[config.mk]
export PLATFORM = sky130hd
export DESIGN_NAME = countdown_timer_with_encoder_set_flat
export DESIGN_NICKNAME = d
export VERILOG_FILES = /design/src/design/ctwes_pkg.sv /design/src/design/ctwes_ifs.sv /design/src/design/countdown_timer_with_encoder_set.sv /design/src/design/ctwes_apb_regs.sv /design/src/design/ctwes_enc_step.sv /design/src/design/ctwes_core.sv /design/src/flat_wrapper.sv
export SDC_FILE = /design/constraint.sdc
export NUM_CORES = 1
export LEC_CHECK = 0
export ABC_AREA = 1
export BUFFER_PORTS_ARGS = -buffer_cell sky130_fd_sc_hd__buf_2
export CAP_MARGIN = 20
export CORE_MARGIN = 2
export CORE_UTILIZATION = 55
export CTS_CLUSTER_SIZE = 12
export DETAILED_ROUTE_END_ITERATION = 8
export HOLD_SLACK_MARGIN = 0.1
export PLACE_DENSITY = 0.78
export SYNTH_ARGS = -nofsm -noshare
export SYNTH_HDL_FRONTEND = slang
export SYNTH_SLANG_ARGS = --single-unit
export TNS_END_PERCENT = 20
[constraint.sdc]
create_clock -name i_clk -period 25 [get_ports i_clk]
set_input_delay 2.5 -clock i_clk [delete_from_list [all_inputs] [get_ports i_clk]]
set_output_delay 2.5 -clock i_clk [all_outputs]
set_load 0.005 [all_outputs]
[src/design/ctwes_pkg.sv]
// Package for the countdown timer with encoder-set preset.
// Holds command codes, register map, shared structs and the mod-5 helper; no dependencies.
`timescale 1ns / 1ps

package ctwes_pkg;

    localparam int APB_ADDR_W = 3;
    localparam int APB_DATA_W = 32;

    localparam logic [15:0] STEP_SECONDS   = 16'd5;
    localparam logic [15:0] DOWN_FLOOR     = 16'd4;
    localparam logic [14:0] SPIKE_LIMIT_RST = 15'd50;
    localparam logic [15:0] MAX_SECONDS_RST = 16'd5995;

    // Event codes of an input item
    typedef enum logic [2:0] {
        CMD_SEC_TICK    = 3'd0,
        CMD_BLINK       = 3'd1,
        CMD_START_PAUSE = 3'd2,
        CMD_RESTART     = 3'd3,
        CMD_ENC_SAMPLE  = 3'd4
    } t_cmd;

    // Register indexes (paddr[2])
    localparam logic REG_SPIKE_LIMIT = 1'b0;
    localparam logic REG_MAX_SECONDS = 1'b1;

    typedef struct packed {
        logic [14:0] spike_limit;
        logic [15:0] max_seconds;
    } t_cfg;

    typedef struct packed {
        logic [15:0]        preset;
        logic [15:0]        remaining;
        logic [15:0]        last_pos;
        logic signed [1:0]  acc;
    } t_enc_state;

    // Remainder by 5 of a 16-bit value: 16 = 1 (mod 5), so fold nibbles
    function automatic logic [2:0] mod5(input logic [15:0] v);
        logic [5:0] s;
        logic [4:0] f;
        s = {2'b00, v[3:0]} + {2'b00, v[7:4]} + {2'b00, v[11:8]} + {2'b00, v[15:12]};
        f = {3'b000, s[5:4]} + {1'b0, s[3:0]};
        for (int i = 0; i < 3; i++) begin
            if (f >= 5'd5) begin
                f = f - 5'd5;
            end
        end
        return f[2:0];
    endfunction

endpackage

[src/design/ctwes_ifs.sv]
// Valid/ready channel interfaces for event items and status items.
// No dependencies.
`timescale 1ns / 1ps

interface ctwes_cmd_if;
    logic               valid;
    logic               ready;
    logic [2:0]         command;
    logic signed [15:0] encoder_position;

    modport source (output valid, output command, output encoder_position, input ready);
    modport sink   (input valid, input command, input encoder_position, output ready);
endinterface

interface ctwes_res_if;
    logic        valid;
    logic        ready;
    logic [15:0] shown_seconds;
    logic        display_on;
    logic        running;
    logic        expired;

    modport source (output valid, output shown_seconds, output display_on,
                    output running, output expired, input ready);
    modport sink   (input valid, input shown_seconds, input display_on,
                    input running, input expired, output ready);
endinterface

[src/design/countdown_timer_with_encoder_set.sv]
// Countdown timer with encoder-set preset: top level.
// Depends on ctwes_pkg, ctwes_ifs, ctwes_apb_regs and ctwes_core.
//
// Usage:
//   i_cmd_if carries one event item per handshake (second tick, blink tick,
//   start/pause, restart, encoder sample) with the encoder counter value.
//   o_res_if returns exactly one status item per event: remaining seconds,
//   display-on, running and expired.
//   The APB-style port sets the spike limit (address 0) and the preset
//   ceiling (address 4); write only while no item is in flight.
// Timing:
//   An accepted item is held in the input register; its state update and
//   result are registered into the result register once that register is
//   free or being taken, so a stall keeps the item in the input register.
//   One item per cycle is sustained while o_res_if.ready stays high: the
//   whole update is a single pass through the event logic and the encoder step.
// Reset:
//   Synchronous, active low. Timer paused, all counts zero, display on,
//   registers back to spike limit 50 and ceiling 5995. No clearing pass.
// Backpressure:
//   While o_res_if.ready is low the result is held; one more item can be
//   taken into the input register before i_cmd_if.ready drops.
`timescale 1ns / 1ps

module countdown_timer_with_encoder_set (
    input  logic                                i_clk,
    input  logic                                i_rst_n,
    ctwes_cmd_if.sink                           i_cmd_if,
    ctwes_res_if.source                         o_res_if,
    input  logic                                psel,
    input  logic                                penable,
    input  logic                                pwrite,
    input  logic [ctwes_pkg::APB_ADDR_W-1:0]    paddr,
    input  logic [ctwes_pkg::APB_DATA_W-1:0]    pwdata,
    output logic [ctwes_pkg::APB_DATA_W-1:0]    prdata,
    output logic                                pready
);
    import ctwes_pkg::*;

    t_cfg cfg;

    ctwes_apb_regs u_regs (
        .i_clk   (i_clk),
        .i_rst_n (i_rst_n),
        .psel    (psel),
        .penable (penable),
        .pwrite  (pwrite),
        .paddr   (paddr),
        .pwdata  (pwdata),
        .prdata  (prdata),
        .pready  (pready),
        .o_cfg   (cfg)
    );

    ctwes_core u_core (
        .i_clk    (i_clk),
        .i_rst_n  (i_rst_n),
        .i_cfg    (cfg),
        .i_cmd_if (i_cmd_if),
        .o_res_if (o_res_if)
    );

endmodule

[src/design/ctwes_apb_regs.sv]
// APB-style configuration registers: spike limit and preset ceiling.
// Depends on ctwes_pkg.
`timescale 1ns / 1ps

module ctwes_apb_regs (
    input  logic                                i_clk,
    input  logic                                i_rst_n,
    input  logic                                psel,
    input  logic                                penable,
    input  logic                                pwrite,
    input  logic [ctwes_pkg::APB_ADDR_W-1:0]    paddr,
    input  logic [ctwes_pkg::APB_DATA_W-1:0]    pwdata,
    output logic [ctwes_pkg::APB_DATA_W-1:0]    prdata,
    output logic                                pready,
    output ctwes_pkg::t_cfg                     o_cfg
);
    import ctwes_pkg::*;

    logic        wr_en;
    logic [14:0] r_spike_limit;
    logic [15:0] r_max_seconds;

    assign pready = 1'b1;
    assign wr_en  = psel && penable && pwrite && pready;

    // Write on the access phase
    always_ff @(posedge i_clk) begin
        if (!i_rst_n) begin
            r_spike_limit <= SPIKE_LIMIT_RST;
            r_max_seconds <= MAX_SECONDS_RST;
        end else if (wr_en) begin
            if (paddr[2] == REG_SPIKE_LIMIT) begin
                r_spike_limit <= pwdata[14:0];
            end else begin
                r_max_seconds <= pwdata[15:0];
            end
        end
    end

    // Read back the addressed register
    always_comb begin
        if (paddr[2] == REG_MAX_SECONDS) begin
            prdata = {16'd0, r_max_seconds};
        end else begin
            prdata = {17'd0, r_spike_limit};
        end
    end

    assign o_cfg.spike_limit = r_spike_limit;
    assign o_cfg.max_seconds = r_max_seconds;

endmodule

[src/design/ctwes_enc_step.sv]
// Encoder sample update: glitch filter, detent pairing, saturating 5-second steps.
// Depends on ctwes_pkg.
`timescale 1ns / 1ps

module ctwes_enc_step (
    input  ctwes_pkg::t_cfg         i_cfg,
    input  ctwes_pkg::t_enc_state   i_state,
    input  logic signed [15:0]      i_pos,
    output ctwes_pkg::t_enc_state   o_state
);
    import ctwes_pkg::*;

    logic [15:0]        diff;
    logic signed [16:0] diff_s;
    logic signed [16:0] lim;
    logic signed [16:0] neg_lim;
    logic signed [16:0] move;
    logic signed [16:0] t;
    logic signed [16:0] mag;
    logic               up;
    logic               down;
    logic [14:0]        n_up;
    logic [14:0]        n_dn;
    logic [14:0]        k;
    logic [17:0]        sum_up;
    logic [15:0]        sat_val;
    logic [15:0]        p0;
    logic [16:0]        sub;
    logic [15:0]        dn_val;

    // Wrapped move since the last sample, dropped when it looks like a spike
    assign diff    = $unsigned(i_pos) - i_state.last_pos;
    assign diff_s  = $signed({diff[15], diff});
    assign lim     = $signed({2'b00, i_cfg.spike_limit});
    assign neg_lim = -lim;
    assign move    = ((diff_s > lim) || (diff_s < neg_lim)) ? 17'sd0 : diff_s;

    // Add to the leftover half detent
    assign t    = $signed({{15{i_state.acc[1]}}, i_state.acc}) + move;
    assign up   = (t >= 17'sd2);
    assign down = (t <= -17'sd2);
    assign mag  = -t;
    assign n_up = t[15:1];
    assign n_dn = mag[15:1];

    // Step up: add 5 per step, saturate at the ceiling
    assign sum_up  = {2'b00, i_state.preset} + {1'b0, n_up, 2'b00} + {3'b000, n_up};
    assign sat_val = (sum_up > {2'b00, i_cfg.max_seconds}) ? i_cfg.max_seconds
                                                           : sum_up[15:0];

    // Step down: first step to p0, then as many more as fit, else leave p0 mod 5
    assign p0     = (i_state.preset >= STEP_SECONDS) ? (i_state.preset - STEP_SECONDS) : 16'd0;
    assign k      = n_dn - 15'd1;
    assign sub    = {k, 2'b00} + {2'b00, k};
    assign dn_val = ({1'b0, p0} >= sub) ? (p0 - sub[15:0]) : {13'd0, mod5(p0)};

    always_comb begin
        o_state          = i_state;
        o_state.last_pos = $unsigned(i_pos);
        if (up) begin
            o_state.preset    = sat_val;
            o_state.remaining = sat_val;
            o_state.acc       = {1'b0, t[0]};
        end else if (down) begin
            if (i_state.remaining > DOWN_FLOOR) begin
                o_state.preset    = dn_val;
                o_state.remaining = dn_val;
            end
            o_state.acc = mag[0] ? 2'sb11 : 2'sb00;
        end else begin
            o_state.acc = t[1:0];
        end
    end

endmodule

[src/design/ctwes_core.sv]
// Timer datapath: input register, state update per event, result register.
// Depends on ctwes_pkg, ctwes_ifs and ctwes_enc_step.
`timescale 1ns / 1ps

module ctwes_core (
    input  logic             i_clk,
    input  logic             i_rst_n,
    input  ctwes_pkg::t_cfg  i_cfg,
    ctwes_cmd_if.sink        i_cmd_if,
    ctwes_res_if.source      o_res_if
);
    import ctwes_pkg::*;

    logic               r_in_valid;
    logic [2:0]         r_cmd;
    logic signed [15:0] r_pos;
    logic               advance;
    logic               fire;

    logic               r_run;
    logic               n_run;
    logic               r_lit;
    logic               n_lit;
    t_enc_state         r_enc;
    t_enc_state         n_enc;
    t_enc_state         enc_next;

    logic               r_out_valid;
    logic [15:0]        r_shown;
    logic               r_disp;
    logic               r_running;
    logic               r_expired;

    // Handshake: the input stage moves when the result register is free
    assign advance         = !r_out_valid || o_res_if.ready;
    assign fire            = r_in_valid && advance;
    assign i_cmd_if.ready  = !r_in_valid || advance;

    // Hold the accepted item
    always_ff @(posedge i_clk) begin
        if (!i_rst_n) begin
            r_in_valid <= 1'b0;
        end else if (i_cmd_if.ready) begin
            r_in_valid <= i_cmd_if.valid;
        end
    end

    always_ff @(posedge i_clk) begin
        if (i_cmd_if.valid && i_cmd_if.ready) begin
            r_cmd <= i_cmd_if.command;
            r_pos <= i_cmd_if.encoder_position;
        end
    end

    ctwes_enc_step u_enc_step (
        .i_cfg   (i_cfg),
        .i_state (r_enc),
        .i_pos   (r_pos),
        .o_state (enc_next)
    );

    // Next state for the held event
    always_comb begin
        n_run = r_run;
        n_lit = r_lit;
        n_enc = r_enc;
        case (t_cmd'(r_cmd))
            CMD_SEC_TICK: begin
                if (r_run && (r_enc.remaining != 16'd0)) begin
                    n_enc.remaining = r_enc.remaining - 16'd1;
                end
            end
            CMD_BLINK: begin
                if (!r_run) begin
                    n_lit = !r_lit;
                end
            end
            CMD_START_PAUSE: begin
                n_lit = 1'b1;
                if (r_run) begin
                    n_run          = 1'b0;
                    n_enc.last_pos = $unsigned(r_pos);
                    n_enc.acc      = 2'sb00;
                end else begin
                    n_run = 1'b1;
                end
            end
            CMD_RESTART: begin
                n_enc.remaining = r_enc.preset;
                n_run           = 1'b1;
                n_lit           = 1'b1;
            end
            CMD_ENC_SAMPLE: begin
                if (!r_run) begin
                    n_enc = enc_next;
                end
            end
            default: begin
            end
        endcase
    end

    // Advance timer state
    always_ff @(posedge i_clk) begin
        if (!i_rst_n) begin
            r_run <= 1'b0;
            r_lit <= 1'b1;
            r_enc <= '0;
        end else if (fire) begin
            r_run <= n_run;
            r_lit <= n_lit;
            r_enc <= n_enc;
        end
    end

    // Result register
    always_ff @(posedge i_clk) begin
        if (!i_rst_n) begin
            r_out_valid <= 1'b0;
        end else if (advance) begin
            r_out_valid <= fire;
        end
    end

    always_ff @(posedge i_clk) begin
        if (fire) begin
            r_shown   <= n_enc.remaining;
            r_disp    <= n_lit;
            r_running <= n_run;
            r_expired <= (n_enc.remaining == 16'd0);
        end
    end

    assign o_res_if.valid         = r_out_valid;
    assign o_res_if.shown_seconds = r_shown;
    assign o_res_if.display_on    = r_disp;
    assign o_res_if.running       = r_running;
    assign o_res_if.expired       = r_expired;

endmodule

[src/flat_wrapper.sv]
// flat-port wrapper written by rule: the top's interface ports become plain ports
module countdown_timer_with_encoder_set_flat import ctwes_pkg::*;
  (i_clk, i_rst_n, psel, penable, pwrite, paddr, pwdata, prdata, pready, i_cmd_if_valid, i_cmd_if_command, i_cmd_if_encoder_position, i_cmd_if_ready, o_res_if_valid, o_res_if_shown_seconds, o_res_if_display_on, o_res_if_running, o_res_if_expired, o_res_if_ready);
  ctwes_cmd_if i_cmd_if_i ();
  ctwes_res_if o_res_if_i ();
  input  logic i_clk;
  input  logic i_rst_n;
  input  logic psel;
  input  logic penable;
  input  logic pwrite;
  input  logic [ctwes_pkg::APB_ADDR_W-1:0] paddr;
  input  logic [ctwes_pkg::APB_DATA_W-1:0] pwdata;
  output logic [ctwes_pkg::APB_DATA_W-1:0] prdata;
  output logic pready;
  input wire logic [$bits(i_cmd_if_i.valid)-1:0] i_cmd_if_valid;
  input wire logic [$bits(i_cmd_if_i.command)-1:0] i_cmd_if_command;
  input wire logic [$bits(i_cmd_if_i.encoder_position)-1:0] i_cmd_if_encoder_position;
  output wire logic [$bits(i_cmd_if_i.ready)-1:0] i_cmd_if_ready;
  output wire logic [$bits(o_res_if_i.valid)-1:0] o_res_if_valid;
  output wire logic [$bits(o_res_if_i.shown_seconds)-1:0] o_res_if_shown_seconds;
  output wire logic [$bits(o_res_if_i.display_on)-1:0] o_res_if_display_on;
  output wire logic [$bits(o_res_if_i.running)-1:0] o_res_if_running;
  output wire logic [$bits(o_res_if_i.expired)-1:0] o_res_if_expired;
  input wire logic [$bits(o_res_if_i.ready)-1:0] o_res_if_ready;
  assign i_cmd_if_i.valid = i_cmd_if_valid;
  assign i_cmd_if_i.command = i_cmd_if_command;
  assign i_cmd_if_i.encoder_position = i_cmd_if_encoder_position;
  assign i_cmd_if_ready = i_cmd_if_i.ready;
  assign o_res_if_valid = o_res_if_i.valid;
  assign o_res_if_shown_seconds = o_res_if_i.shown_seconds;
  assign o_res_if_display_on = o_res_if_i.display_on;
  assign o_res_if_running = o_res_if_i.running;
  assign o_res_if_expired = o_res_if_i.expired;
  assign o_res_if_i.ready = o_res_if_ready;
  countdown_timer_with_encoder_set u_core (.i_clk(i_clk), .i_rst_n(i_rst_n), .i_cmd_if(i_cmd_if_i), .o_res_if(o_res_if_i), .psel(psel), .penable(penable), .pwrite(pwrite), .paddr(paddr), .pwdata(pwdata), .prdata(prdata), .pready(pready));
endmodule
==> Implementation_results.wiki <==
{| class="wikitable"
! Metric !! Value
|-
| Status || finished clean
|-
| Total number of placement rows || 57
|-
| Detailed-route via count || 13440
|-
| Core region area || between 20000 and 25000 µm²
|-
| Post-DP HPWL || 30640 µm
|-
| Most frequent cell on the critical path || nand2_1
|-
| Fmax || 0.08197 GHz
|-
| Final clock period utilization by the worst path || 48.80%
|-
| TritonCTS clock tree || built
|-
| Fraction of synthesized cell area taken by the top area cell type || 13.32%
|-
| Data required time of the worst path || around 25 ns
|-
| Setup slack after placement || 13.09 ns
|-
| Slew @ Worst Pin || approximately 0.93 ns
|-
| Most frequent cells in the layout || nand2_1 (360), inv_1 (359), a21oi_1 (210)
|-
| TNS Setup || 0 ns
|-
| Share of the yosys chip area belonging to registers || 21.02%
|-
| Final WL || approximately 38000 µm
|-
| Input/output buffers || 79
|-
| Most used flip-flop cell after synthesis || dfxtp_1
|-
| Fraction of final layout cells sized beyond drive strength 1 || under 10%
|-
| Leakage power || 7.645 nW
|-
| Share of flip-flops with an asynchronous set or reset after synthesis || 0%
|-
| Die span in x || approximately 160 µm
|-
| Count of state elements after synthesis || 123
|-
| Final worst slack || 12.80 ns
|-
| Iteration-0 DRC Markers || 1163
|-
| Tot Pwr || 2.227 mW
|-
| Startpoint Class || register
|-
| Root buf cell || clkbuf_16
|-
| Initial core utilization || between 50% and 60%
|-
| Peak supply drop || 0.0003260 V
|-
| Post-synth EDFFs || 38
|-
| Number of pins with negative max-slew slack in the final report || 0
|-
| Number of warning messages in the yosys log || 0
|-
| Kind of critical path || register to register
|-
| Vias per Instance || 5.586
|-
| N_diodes || 0
|-
| Post-Route Utilization || 60.56%
|-
| Number of buffers inserted by hold repair at cts || 0
|-
| Final #Nets || 2299
|-
| Post-CTS resize count || 0
|-
| Maximum number of pins on one net before global-route repair || between 50 and 60
|-
| Final Hold Fails || 0
|-
| Synth-to-Final Area Change || 8.595%
|-
| Level count of the clock H-tree || 4
|-
| Post-route DRC violation count || 0
|-
| Overall routing resource usage || ~30%
|-
| Number of top-level pins || 115
|-
| First-pass GRT wire length || 62130 µm
|-
| Slowest cell on crit path || o21ai_0
|-
| Slew HR || approximately 38%
|-
| Final critical delay including setup and external delays || ~12 ns
|-
| Clock-pin transition on the worst setup and hold timing paths || approximately 0.060 ns
|-
| Average instance area after synthesis || 6.711 µm²
|-
| Most common library cell in the layout ignoring fill and taps || nand2_1
|-
| Aggregate global routing overflow || 0
|-
| Post-DR wirelength/cell || 15.88 µm
|-
| TritonRoute pass-1 iters || 6
|-
| Worst setup EP type || register
|-
| Worst-case clock skew || 0.01276 ns
|-
| DIE HEIGHT || 160.8 µm
|-
| Insertion delay to the later sink of the worst-skew pair || ~0.43 ns
|-
| Final setup fails || 0
|-
| Critical Path Fanout Max || 26
|-
| Tightest Hold Check Type || register to register
|-
| Synthesized cell area || 13520 µm²
|-
| Power per Cell Area || about 150 nW/µm²
|-
| Total die area || 25860 µm²
|-
| Placer Congestion || roughly 1.0
|-
| CTS sink cnt || 123
|-
| Slowest stage delay, CP || 0.71 ns
|-
| Number of antenna violations at the first check in global routing || 0
|-
| Max-Cap Viols || 0
|-
| Hold Worst Slack || 0.4717 ns
|-
| Maximum count of clock buffers along a single path || 2
|-
| Via count of the first global-routing pass || roughly 13000
|-
| Post-CTS setup buffer count || 0
|-
| Syn Inst Count || 2015
|-
| Synth area leader || ha_1
|-
| RSZ-0062 raised after global routing || no
|-
| WP data arrival || about 12 ns
|-
| Number of nets still failing antenna checks after routing || 0
|-
| Top cells by area, synth || ha_1 (13%), dfxtp_1 (13%), nand2_1 (10%)
|-
| Yosys cell types || 62
|-
| Number of clock buffers inserted by TritonCTS || 17
|}
==> cell type report <==
cell class	count	area, µm²
Timing Repair Buffer	82	417.9
Clock inverter	13	170.2
Clock buffer	19	432.9
Inverter	375	1408
Fill cell	2283	9563
Multi-Input combinational cell	1470	9009
Tap cell	324	405.4
Sequential cell	123	2843
==> registers in the layout, summed over array words and instances, names as in the netlist <==
signal                                count
u_core.u_core.r_run                       1
u_core.u_core.o_res_if.shown_seconds     16
u_core.u_core.o_res_if.expired            1
u_core.u_core.o_res_if.valid              1
u_core.u_core.o_res_if.running            1
u_core.u_core.o_res_if.display_on         1
u_core.u_core.r_lit                       1
u_core.u_regs.r_spike_limit              15
u_core.u_core.r_pos                      16
u_core.u_regs.r_max_seconds              16
u_core.u_core.r_cmd                       3
u_core.u_core.r_enc                      50
u_core.u_core.r_in_valid                  1
==> power by group <==
| group | switching (mW) | leakage (nW) | total, mW | internal (mW) |
|---|---|---|---|---|
| logic | 1.11 | 6.30 | 1.75 | 0.632 |
| clock network | 0.0989 | 0.289 | 0.257 | 0.158 |
| registers | 0.00790 | 1.06 | 0.225 | 0.217 |
| total | 1.22 | 7.65 | 2.23 | 1.01 |
==> through the flow <==
stage / area [µm²] / std cells
2_1_floorplan: 13580 / 2030
3_3_place_gp: 14080 / 2374
3_5_place_dp: 14080 / 2374
4_1_cts: 14690 / 2406
5_1_grt: 14690 / 2406
6_report: 14690 / 2406
==> critical path: cells and delay by family, from the launching register on <==
kind,cells,cell delay [ns]
simple gates,32,4.09
flops,1,0.42
fa+ha+maj,7,2.45
compound gates,18,3.54
xor+xnor,2,0.60
buf+inv,9,0.91
==> kinds of logic (layout without fill, tap and decap cells) <==
kind of cell,Yosys count,after routing,share of synthesized area (%)
AO/OA/AOI/OAI,470,470,19.16
AND/OR/NAND/NOR,728,728,24.27
flip-flops,123,123,21.02
XOR/XNOR,85,85,5.616
adder cells (fa/ha/maj),169,169,17.02
buffers and inverters,437,489,12.78
multiplexers,1,1,0.07402
other,2,17,0.05554
==> synth_stat cells, types with 6 or more instances <==
cell	number
a21o_1	6
nand2_2	21
nand2_1	360
o21bai_1	16
nor2_1	129
o21ai_1	13
nand4_1	38
nor2_2	8
nand3_1	98
fa_1	25
clkbuf_1	39
nand3_2	8
nor3_1	30
buf_4	17
dfxtp_1	85
o21ai_0	162
nand3b_1	6
inv_1	359
inv_2	13
xnor2_1	16
o211ai_1	11
a211oi_1	20
a21oi_1	210
xor2_1	67
ha_1	144
nor4_1	12
edfxtp_1	38
a31oi_1	7
==> worst paths after layout <==
path / slack, ns / to / cells after the start / start
setup / recovery: 12.80 / u_core.u_core.o_res_if.expired / 68 / u_core.u_core.r_pos[0]
hold / removal: 0.47 / u_core.u_core.r_enc[12] / 2 / u_core.u_core.r_enc[12]
setup reg to reg: 12.80 / u_core.u_core.o_res_if.expired / 68 / u_core.u_core.r_pos[0]
hold reg to reg: 0.47 / u_core.u_core.r_enc[12] / 2 / u_core.u_core.r_enc[12]
==> layer usage <==
layer,share of wire (%),track usage (%),up-vias,wire length (µm)
li1,-,-,6738,-
met1,42,38.11,6070,16160
met2,47,50.78,525,18050
met3,6.1,3.228,107,2348
met4,4.3,12.95,0,1647
met5,0,0,-,0
(Power assumes the default switching activity.)
